===== src/sv/lip_pkg.sv =====
// Package: shared types and constants for the linear interpolation upsampler.
`timescale 1ns / 1ps

package lip_pkg;

    localparam int SAMPLE_W = 16;

    // Rate-mode register codes
    typedef enum logic [1:0] {
        RATE_X1 = 2'd0,
        RATE_X2 = 2'd1,
        RATE_X4 = 2'd2
    } rate_t;

    typedef logic signed [SAMPLE_W-1:0] sample_t;

    // Result index within one input beat (0 to 7; up to 8 results) and factor count
    typedef logic [2:0] res_idx_t;
    typedef logic [2:0] fac_cnt_t;

endpackage


===== src/sv/lip_if.sv =====
// Interfaces: input and result channels of the upsampler.
`timescale 1ns / 1ps

interface lip_in_if
    import lip_pkg::*;
();
    logic    valid;
    logic    ready;
    sample_t sample_in;
    logic    frame_end;

    modport source (output valid, output sample_in, output frame_end, input ready);
    modport sink   (input valid, input sample_in, input frame_end, output ready);
endinterface

interface lip_out_if
    import lip_pkg::*;
();
    logic    valid;
    logic    ready;
    sample_t sample_out;
    logic    run_last;
    logic    frame_done;

    modport source (output valid, output sample_out, output run_last, output frame_done,
                    input ready);
    modport sink   (input valid, input sample_out, input run_last, input frame_done,
                    output ready);
endinterface


===== src/sv/linear_interp_upsampler.sv =====
// Top level: linear interpolation upsampler (x1, x2, x4) for framed 16-bit samples.
//
//  channel   dir  handshake      payload
//  in_ch     in   valid/ready    sample_in[15:0] signed, frame_end
//  out_ch    out  valid/ready    sample_out[15:0] signed, run_last, frame_done
//  cfg       in   cfg_we         cfg_wdata[1:0] -> rate_mode
//
// Each accepted beat is expanded in a job register and its results leave one per
// cycle through the output register while out_ch does not stall; a beat has 0 to 8
// results (4 in steady x4). A beat that yields no result leaves the job empty.
// The next beat is taken in the cycle the last result of the current one loads.
// rst_n asynchronously clears the rate mode and the held, job and output valid flags.
// A stall on out_ch holds the output register and back-pressures in_ch.
`timescale 1ns / 1ps

module linear_interp_upsampler
    import lip_pkg::*;
(
    input  logic       clk,
    input  logic       rst_n,
    input  logic       cfg_we,
    input  logic [1:0] cfg_wdata,
    lip_in_if.sink     in_ch,
    lip_out_if.source  out_ch
);

    // Configuration and held sample
    logic [1:0] rate_mode_reg;
    logic       held_valid_reg;
    sample_t    held_sample_reg;

    // Job register: one input beat being expanded
    logic       job_valid_reg;
    res_idx_t   idx_reg;
    res_idx_t   cnt_last_reg;
    fac_cnt_t   npair_reg;
    rate_t      fac_reg;
    logic       job_last_reg;
    sample_t    a_reg;
    sample_t    b_reg;
    sample_t    step_reg;
    sample_t    mid_reg;

    // Output register
    logic       out_valid_reg;
    sample_t    out_sample_reg;
    logic       out_run_last_reg;
    logic       out_done_reg;

    logic       in_acc;
    logic       out_load;
    logic       job_end;
    rate_t      fac_now;
    fac_cnt_t   fac_cnt;
    fac_cnt_t   npair_next;
    fac_cnt_t   nhold_next;
    logic [3:0] ntot_next;
    sample_t    step_next;
    sample_t    mid_next;
    sample_t    res_sample;

    // Handshake
    assign out_load     = job_valid_reg && (!out_valid_reg || out_ch.ready);
    assign job_end      = out_load && (idx_reg == cnt_last_reg);
    assign in_ch.ready  = !job_valid_reg || job_end;
    assign in_acc       = in_ch.valid && in_ch.ready;

    // Decode rate mode; code 3 acts as passthrough
    always_comb
    begin
        unique case (rate_mode_reg)
            RATE_X2: begin fac_now = RATE_X2; fac_cnt = 3'd2; end
            RATE_X4: begin fac_now = RATE_X4; fac_cnt = 3'd4; end
            default: begin fac_now = RATE_X1; fac_cnt = 3'd1; end
        endcase
    end

    // Capture arithmetic: step (b-a)/4 and midpoint (a+b)/2, truncated toward zero
    always_comb
    begin
        logic signed [SAMPLE_W:0] diff;
        logic signed [SAMPLE_W:0] diff_adj;
        logic signed [SAMPLE_W:0] sum;
        logic signed [SAMPLE_W:0] sum_adj;
        logic signed [SAMPLE_W:0] step_w;
        logic signed [SAMPLE_W:0] mid_w;

        diff     = {in_ch.sample_in[SAMPLE_W-1], in_ch.sample_in}
                 - {held_sample_reg[SAMPLE_W-1], held_sample_reg};
        diff_adj = diff + (diff[SAMPLE_W] ? 17'sd3 : 17'sd0);
        step_w   = diff_adj >>> 2;
        sum      = {in_ch.sample_in[SAMPLE_W-1], in_ch.sample_in}
                 + {held_sample_reg[SAMPLE_W-1], held_sample_reg};
        sum_adj  = sum + (sum[SAMPLE_W] ? 17'sd1 : 17'sd0);
        mid_w    = sum_adj >>> 1;
        step_next = step_w[SAMPLE_W-1:0];
        mid_next  = mid_w[SAMPLE_W-1:0];

        npair_next = held_valid_reg ? fac_cnt : 3'd0;
        nhold_next = in_ch.frame_end ? fac_cnt : 3'd0;
        ntot_next  = {1'b0, npair_next} + {1'b0, nhold_next};
    end

    // Result for the current index: pair points first, then the hold run
    always_comb
    begin
        logic signed [SAMPLE_W:0] offs;
        logic signed [SAMPLE_W:0] pt;

        case (idx_reg[1:0])
            2'd1:    offs = {step_reg[SAMPLE_W-1], step_reg};
            2'd2:    offs = {step_reg, 1'b0};
            default: offs = {step_reg[SAMPLE_W-1], step_reg} + {step_reg, 1'b0};
        endcase
        pt = {a_reg[SAMPLE_W-1], a_reg} + offs;

        if (idx_reg >= npair_reg)
            res_sample = b_reg;
        else if (idx_reg == 3'd0)
            res_sample = a_reg;
        else if (fac_reg == RATE_X2)
            res_sample = mid_reg;
        else
            res_sample = pt[SAMPLE_W-1:0];
    end

    // Control state
    always_ff @(posedge clk or negedge rst_n)
    begin
        if (!rst_n)
        begin
            rate_mode_reg  <= RATE_X1;
            held_valid_reg <= 1'b0;
            job_valid_reg  <= 1'b0;
            idx_reg        <= '0;
            cnt_last_reg   <= '0;
            out_valid_reg  <= 1'b0;
        end
        else
        begin
            if (cfg_we)
                rate_mode_reg <= cfg_wdata;

            if (in_acc)
                held_valid_reg <= !in_ch.frame_end;

            // job advance / reload
            if (in_acc)
            begin
                job_valid_reg <= (ntot_next != 4'd0);
                idx_reg       <= '0;
                cnt_last_reg  <= 3'(ntot_next - 4'd1);
            end
            else if (job_end)
                job_valid_reg <= 1'b0;
            else if (out_load)
                idx_reg <= idx_reg + 3'd1;

            // output register
            if (out_load)
                out_valid_reg <= 1'b1;
            else if (out_ch.ready)
                out_valid_reg <= 1'b0;
        end
    end

    // Payload registers
    always_ff @(posedge clk)
    begin
        if (in_acc)
        begin
            held_sample_reg <= in_ch.sample_in;
            a_reg           <= held_sample_reg;
            b_reg           <= in_ch.sample_in;
            step_reg        <= step_next;
            mid_reg         <= mid_next;
            npair_reg       <= npair_next;
            fac_reg         <= fac_now;
            job_last_reg    <= in_ch.frame_end;
        end
        if (out_load)
        begin
            out_sample_reg   <= res_sample;
            out_run_last_reg <= (idx_reg == cnt_last_reg);
            out_done_reg     <= (idx_reg == cnt_last_reg) && job_last_reg;
        end
    end

    assign out_ch.valid      = out_valid_reg;
    assign out_ch.sample_out = out_sample_reg;
    assign out_ch.run_last   = out_run_last_reg;
    assign out_ch.frame_done = out_done_reg;

endmodule

===== src/flat_wrapper.sv =====
// flat-port wrapper written by rule: the top's interface ports become plain ports
module linear_interp_upsampler_flat import lip_pkg::*;
  (clk, rst_n, cfg_we, cfg_wdata, in_ch_valid, in_ch_sample_in, in_ch_frame_end, in_ch_ready, out_ch_valid, out_ch_sample_out, out_ch_run_last, out_ch_frame_done, out_ch_ready);
  lip_in_if in_ch_i ();
  lip_out_if out_ch_i ();
  input  logic clk;
  input  logic rst_n;
  input  logic cfg_we;
  input  logic [1:0] cfg_wdata;
  input wire logic [$bits(in_ch_i.valid)-1:0] in_ch_valid;
  input wire logic [$bits(in_ch_i.sample_in)-1:0] in_ch_sample_in;
  input wire logic [$bits(in_ch_i.frame_end)-1:0] in_ch_frame_end;
  output wire logic [$bits(in_ch_i.ready)-1:0] in_ch_ready;
  output wire logic [$bits(out_ch_i.valid)-1:0] out_ch_valid;
  output wire logic [$bits(out_ch_i.sample_out)-1:0] out_ch_sample_out;
  output wire logic [$bits(out_ch_i.run_last)-1:0] out_ch_run_last;
  output wire logic [$bits(out_ch_i.frame_done)-1:0] out_ch_frame_done;
  input wire logic [$bits(out_ch_i.ready)-1:0] out_ch_ready;
  assign in_ch_i.valid = in_ch_valid;
  assign in_ch_i.sample_in = in_ch_sample_in;
  assign in_ch_i.frame_end = in_ch_frame_end;
  assign in_ch_ready = in_ch_i.ready;
  assign out_ch_valid = out_ch_i.valid;
  assign out_ch_sample_out = out_ch_i.sample_out;
  assign out_ch_run_last = out_ch_i.run_last;
  assign out_ch_frame_done = out_ch_i.frame_done;
  assign out_ch_i.ready = out_ch_ready;
  linear_interp_upsampler u_core (.clk(clk), .rst_n(rst_n), .cfg_we(cfg_we), .cfg_wdata(cfg_wdata), .in_ch(in_ch_i), .out_ch(out_ch_i));
endmodule

===== config.mk =====
export PLATFORM = sky130hd
export DESIGN_NAME = linear_interp_upsampler_flat
export DESIGN_NICKNAME = d
export VERILOG_FILES = /design/src/sv/lip_pkg.sv /design/src/sv/lip_if.sv /design/src/sv/linear_interp_upsampler.sv /design/src/flat_wrapper.sv
export SDC_FILE = /design/constraint.sdc
export NUM_CORES = 1
export LEC_CHECK = 0
export BUFFER_PORTS_ARGS = -buffer_cell sky130_fd_sc_hd__buf_4
export CAP_MARGIN = 25
export CORE_MARGIN = 10
export CORE_UTILIZATION = 34
export DETAILED_ROUTE_END_ITERATION = 10
export HOLD_SLACK_MARGIN = 0.02
export SLEW_MARGIN = 10
export SYNTH_ARGS = -nofsm -noshare
export SYNTH_HDL_FRONTEND = slang
export SYNTH_SLANG_ARGS = --single-unit

===== constraint.sdc =====
create_clock -name clk -period 9.8 [get_ports clk]
set_input_delay 0.49 -clock clk [delete_from_list [all_inputs] [get_ports clk]]
set_output_delay 0.49 -clock clk [all_outputs]
set_load 0.05 [all_outputs]

; After elaboration in Yosys (flattened, before gate mapping)
; Index checks and enable logic that the tools add are counted.
[op_classes]
n_addsub = 9
magnitude_cmp = 1
eq_ne = 7
n_mux = 17
reduce_logical = 15
[ops]
columns = operator, n
row1 = 2-to-1 mux 16 bit, 3
row2 = one-hot mux 16 bit (2 select lines), 1
row3 = adder 16 x 16 -> 17 bit, 1
row4 = adder 17 bit, 1
row5 = adder 17 x 3 -> 17 bit, 1
row6 = subtractor 16 x 16 -> 17 bit, 1
row7 = adder 15 x 16 -> 16 bit, 1
row8 = adder 16 bit, 1
row9 = 2-to-1 mux 3 bit, 5
row10 = "== test 2 x 1 -> 1 bit, second input constant", 3
row11 = one-hot mux 3 bit (2 select lines), 1
row12 = nonzero test 2 bit, 3
row13 = 2-to-1 mux 1 bit, 5
row14 = adder 3 x 3 -> 4 bit, 1
row15 = "== test 2 bit, second input constant", 2
row16 = logical AND 1 bit, 4
row17 = one-hot mux 2 bit (2 select lines), 1
row18 = nonzero test 4 bit, 1
row19 = "adder 3 x 1 -> 3 bit, second input constant", 1
row20 = == test 3 bit, 1
row21 = greater-or-equal comparator 3 bit, 1
row22 = zero test 1 bit, 3
row23 = zero test 3 bit, 1
row24 = "subtractor 3 x 1 -> 3 bit, second input constant", 1
row25 = other kinds (4), 5
[totals]
register_bits = 98
inputBits = 24
word_cells = 65

; Logic depth before layout (Yosys ltp)
[depth]
ltp_word = 8
depth_mapped = 19
depth_no_buf = 18

; Least setup slack after synthesis
; Ideal clock, no wire load.
[synth_timing]
kind = register -> register
startpoint = reg u_core.out_valid_reg, in the netlist u_core.out_ch.valid
endpoint = reg u_core.a_reg[0], enable pin
arrival_ps = 3854
required_ps = 9375
setup_slack_ps = 5521
stages_incl_launch_ff = 6
path_buffers = 0
period_less_slack_ps = 4279
path_cell_list = dfrtp_1 -> nand2b_1 -> inv_1 -> o21ai_0 -> nand2_1 -> inv_1
[synth_between]
elab_chain_len = 6
[synth_lines]
columns = item, line_no
row1 = from (decl), linear_interp_upsampler.sv:45  ; logic out_valid_reg;
row2 = from (signal assigned), linear_interp_upsampler.sv:137  ; out_valid_reg <= 1'b0;
row3 = from (signal assigned), linear_interp_upsampler.sv:161  ; out_valid_reg <= 1'b1;
row4 = from (signal assigned), linear_interp_upsampler.sv:163  ; out_valid_reg <= 1'b0;
row5 = zero test 1 bit, linear_interp_upsampler.sv:63  ; assign out_load = job_valid_reg && (!out_valid_reg || out_ch.ready);
row6 = logical OR 1 bit, linear_interp_upsampler.sv:63
row7 = logical AND 1 bit, linear_interp_upsampler.sv:63
row8 = logical AND 1 bit, linear_interp_upsampler.sv:64  ; assign job_end = out_load && (idx_reg == cnt_last_reg);
row9 = logical OR 1 bit, linear_interp_upsampler.sv:65  ; assign in_ch.ready = !job_valid_reg || job_end;
row10 = via in_ch_ready, flat_wrapper.sv:13  ; output wire logic [$bits(in_ch_i.ready)-1:0] in_ch_ready;
row11 = logical AND 1 bit, linear_interp_upsampler.sv:66  ; assign in_acc = in_ch.valid && in_ch.ready;
row12 = via u_core.in_acc, linear_interp_upsampler.sv:50  ; logic in_acc;
row13 = to (signal assigned), linear_interp_upsampler.sv:173  ; a_reg <= held_sample_reg;
row14 = to (decl), linear_interp_upsampler.sv:39  ; sample_t a_reg;
; The timed path passes the listed nets, and every way through them passes these cells.
; A chain may end at the register's enable or synchronous reset.

; Worst setup path in the final report
[layout_timing]
startpoint = reg u_core.idx_reg[0]
endpoint = reg u_core.out_sample_reg[14], in the netlist u_core.out_ch.sample_out[14] (data pin)
[layout_between]
elab_chain_len = 6
word_cells_on_any_way = 9
[layout_lines]
columns = item, line_no
row1 = from (decl), linear_interp_upsampler.sv:34  ; res_idx_t idx_reg;
row2 = from (signal assigned), linear_interp_upsampler.sv:157  ; idx_reg <= idx_reg + 3'd1;
row3 = == test 2 bit or == test 2 x 1 -> 1 bit (tied branches), linear_interp_upsampler.sv:110  ; case (idx_reg[1:0])
row4 = one-hot mux 16 bit (2 select lines), linear_interp_upsampler.sv:110
row5 = adder 16 bit, linear_interp_upsampler.sv:115  ; pt = {a_reg[SAMPLE_W-1], a_reg} + offs;
row6 = 2-to-1 mux 16 bit, linear_interp_upsampler.sv:121  ; else if (fac_reg == RATE_X2)
row7 = 2-to-1 mux 16 bit, linear_interp_upsampler.sv:119  ; else if (idx_reg == 3'd0)
row8 = 2-to-1 mux 16 bit *, linear_interp_upsampler.sv:117  ; if (idx_reg >= npair_reg)
row9 = via u_core.res_sample[14], linear_interp_upsampler.sv:60  ; sample_t res_sample;
row10 = to (signal assigned), linear_interp_upsampler.sv:183  ; out_sample_reg <= res_sample;
row11 = to (decl), linear_interp_upsampler.sv:46  ; sample_t out_sample_reg;
; The timed path passes the listed nets; every way through them passes the cells marked *.

==> key figures <==
Outcome
  – Status: finished clean

Power
  – Power Dens Cells: 361.9 nW/um^2
  – Clk pwr share: 11.3%
  – Net switching power: 0.001590 W
  – Sw Share: 48.28%
  – PnR Total Power: 0.003293 W
  – Combinational power share: 65.7%
  – Reg power frac: 23.0%
  – Leakage: 3.466 nW
  – Worst vdd ir: 127.8 uV
  – Pint: 0.001703 W

Detailed routing
  – Met3 WL: 622 um
  – M1 WL: 9.948 mm
  – Max Used Layer: met4
  – Met2 WL: 9.246 mm
  – Wire length per cell: 16.68 um
  – Routed vias: 6488
  – First-pass detailed-route iteration total: 5
  – Via density: 5.366
  – Initial DRC count: 545
  – DRC: 0
  – Post-route ant nets: 0
  – Final WL: 20.17 mm

Floorplan
  – Row count: 56
  – Ports: 44
  – Initial Util: 34.67%
  – Die area: 30610 um^2
  – Die width: 174.9 um
  – Core ar.: 23540 um^2
  – Chip height: 174.9 um

STA
  – Fmax: 0.2116 GHz
  – RSZ-0062 raised after global routing: false
  – Final setup TNS: 0 ns
  – Final hold violation count: 0
  – Period utilisation layout: 48.22%
  – Max-slew violation count: 0
  – Final setup fails: 0
  – Relative slew slack: 34.89%
  – Worst-Margin Slew: 0.9766 ns
  – Clock Skew: 0.009212 ns
  – Post-layout minimum cycle time: 4.726 ns

Clock tree
  – Root buffer cell: clkbuf_16
  – Reg clk slew, reported paths: 0.08 ns
  – CTS max path bufs: 2
  – Total CTS buffers: 9
  – Clock latency on the worst-skew pair: 0.36 ns
  – CTS tree: yes
  – # Post-CTS Setup Buffers: 0
  – Htree depth: 3
  – CTS Sinks: 98

Place
  – Hpwl dp: 15.51 mm
  – Routability cong.: 0.8734
  – Buffers on Ports: 43
  – Placed cell area: 8755 um^2
  – DP Cell Count: 1191

Finish
  – Share of cells above drive strength 1: 11.46%
  – Most common cell after layout, fill and taps aside: edfxtp_1
  – Fin area: 9099 um^2
  – Diodes inserted: 0
  – Most frequent cells in the layout: 87 x edfxtp_1, 77 x ha_1, 64 x a21oi_1, 63 x nand2_1, 58 x o21ai_0
  – Non-Filler Instances: 1209
  – Area Overhead vs Synth: 11.47%
  – Final core occ: 38.65%
  – Final nets: 991

Setup path
  – CP Data Arrival Time: 4.92 ns
  – Crit. Startpoint: u_core.idx_reg[0]
  – Worst Path Required: 9.99 ns
  – Worst R2R Start: u_core.idx_reg[0]
  – Setup CP Type: register to register
  – Critical Path Source Type: register
  – Worst Setup End Kind: register
  – Worst-path fanout max: 24

Synthesis
  – Main synth FF type: edfxtp_1
  – Synthesized area: 8163 um^2
  – Yosys cell types: 89
  – Yosys Warn Count: 0
  – Asr flop ratio synth: 11.22%
  – Post-synth top area cell: edfxtp_1
  – Main area contributors after synthesis: edfxtp_1 32%, ha_1 12%, xnor2_1 5.3%, a21oi_1 3.9%, o21ai_0 3.6%
  – #FFs+latches synth: 98
  – Area share of the largest cell type after synthesis: 32.00%
  – Syn Inst Count: 856
  – Seq/Total Area, Yosys: 35.38%
  – Post-synth net total: 962
  – Syn Area/Cell: 9.536 um^2
  – Post-synth EDFFs: 87

Global route
  – Gr ovfl total: 0
  – Largest net degree at the start of global routing: 73
  – Antenna violations before repair: 0
  – Vias in the first global route: 6009
  – First-pass GRT wire length: 32.04 mm
  – GRT Overall Usage: 12.92%

Run
  – Maxcap violations: 0

Worst hold path
  – Hold wc startpoint: in_ch_sample_in[5]
  – Hold WC Path Type: input port to register
[cell usage after synthesis (all sizes together) (4+ instances only)]
| master | number |
|---|---|
| nand2b | 18 |
| clkbuf | 20 |
| or2 | 5 |
| a21oi | 64 |
| o221ai | 4 |
| a211oi | 16 |
| nand2 | 63 |
| nor2 | 56 |
| xor2 | 26 |
| nand4 | 6 |
| a221oi | 12 |
| buf | 11 |
| o21a | 10 |
| nor4 | 7 |
| fa | 5 |
| nor2b | 13 |
| nand3 | 24 |
| o21ai | 59 |
| o41ai | 4 |
| a2111oi | 6 |
| or3 | 11 |
| inv | 43 |
| o31ai | 6 |
| and3 | 7 |
| edfxtp | 87 |
| ha | 77 |
| a21o | 15 |
| xnor2 | 49 |
| a31oi | 6 |
| o21bai | 6 |
| nor3b | 5 |
| dfrtp | 11 |
| and2 | 10 |
| o211ai | 11 |
| nor3 | 30 |
[what timing repair did]
| action | 4_1_cts | 5_1_grt |
|---|---|---|
| hold endpoints to repair | 11 | 0 |
| gates resized for setup | 0 | 0 |
| hold buffers | 1 | 0 |
[area by class of cell]
cell class	count	area [um^2]
inverters	44	165.2
clock inverters	5	42.54
clock buffers	11	264.0
repair buffers	49	390.4
flip-flops and latches	98	2888
multi-input cells	683	4950
fillers	2400	14440
well taps	319	399.1
[power by group through the flow]
stage | combinational [W] | sequential [W] | clock [W]
after floorplan | 0.00153 | 0.000880 | 0
after global placement | 0.00212 | 0.000765 | 0
after detailed placement | 0.00214 | 0.000767 | 0
after CTS | 0.00215 | 0.000759 | 0.000383
after global routing | 0.00242 | 0.000773 | 0.000397
final | 0.00216 | 0.000757 | 0.000373
[layer usage]
| metal | vias up | global-route usage [%] |
|---|---|---|
| li1 | 3247 | - |
| met1 | 3088 | 17.51 |
| met2 | 134 | 20.92 |
| met3 | 19 | 1.574 |
| met4 | 0 | 4.168 |
| met5 | - | 0 |
[final timing paths]
| kind | to | slack, ns | depth (start not counted) |
|---|---|---|---|
| max | u_core.out_ch.sample_out[14] | 5.07 | 14 |
| max in group asynchronous | u_core.cnt_last_reg[1] | 9.14 | 2 |
| min in group asynchronous | u_core.idx_reg[2] | 0.51 | 2 |
| min | u_core.held_sample_reg[5] | 0.33 | 1 |
| min reg2reg | u_core.out_ch.valid | 0.49 | 1 |
| max reg2reg | u_core.out_ch.sample_out[14] | 5.07 | 14 |
[worst max-delay path, stage by stage, from the launching register on]
cell and delay, ns:
dfrtp_1 0.42, inv_1 0.13, ha_1 0.48, inv_1 0.38, o21a_1 0.30, ha_1 0.22
fa_1 0.44, a211o_1 0.30, a2111oi_0 0.63, o21ai_0 0.29, a31oi_1 0.28, o21ai_0 0.18
nor3_1 0.21, a311oi_1 0.07, o31ai_1 0.23
[cells by family (layout without fill, tap and decap cells)]
kind of cell,after synthesis,after routing,synth area share (%)
flops,98,98,35.38
simple gates,265,265,16.72
fa+ha+maj,82,82,13.03
mux,6,6,0.9197
xor+xnor,75,75,8.047
compound gates,255,255,21.92
buf+inv,75,109,3.985
[per-stage QoR]
step	setup slack (ns)	hold slack, ns
6_report	5.074	0.3278
5_1_grt	4.681	0.3236
3_3_place_gp	5.156	0.3383
3_5_place_dp	5.029	0.3410
2_1_floorplan	5.521	0.1944
4_1_cts	5.041	0.3195
Power figures use the tool's default switching activity.
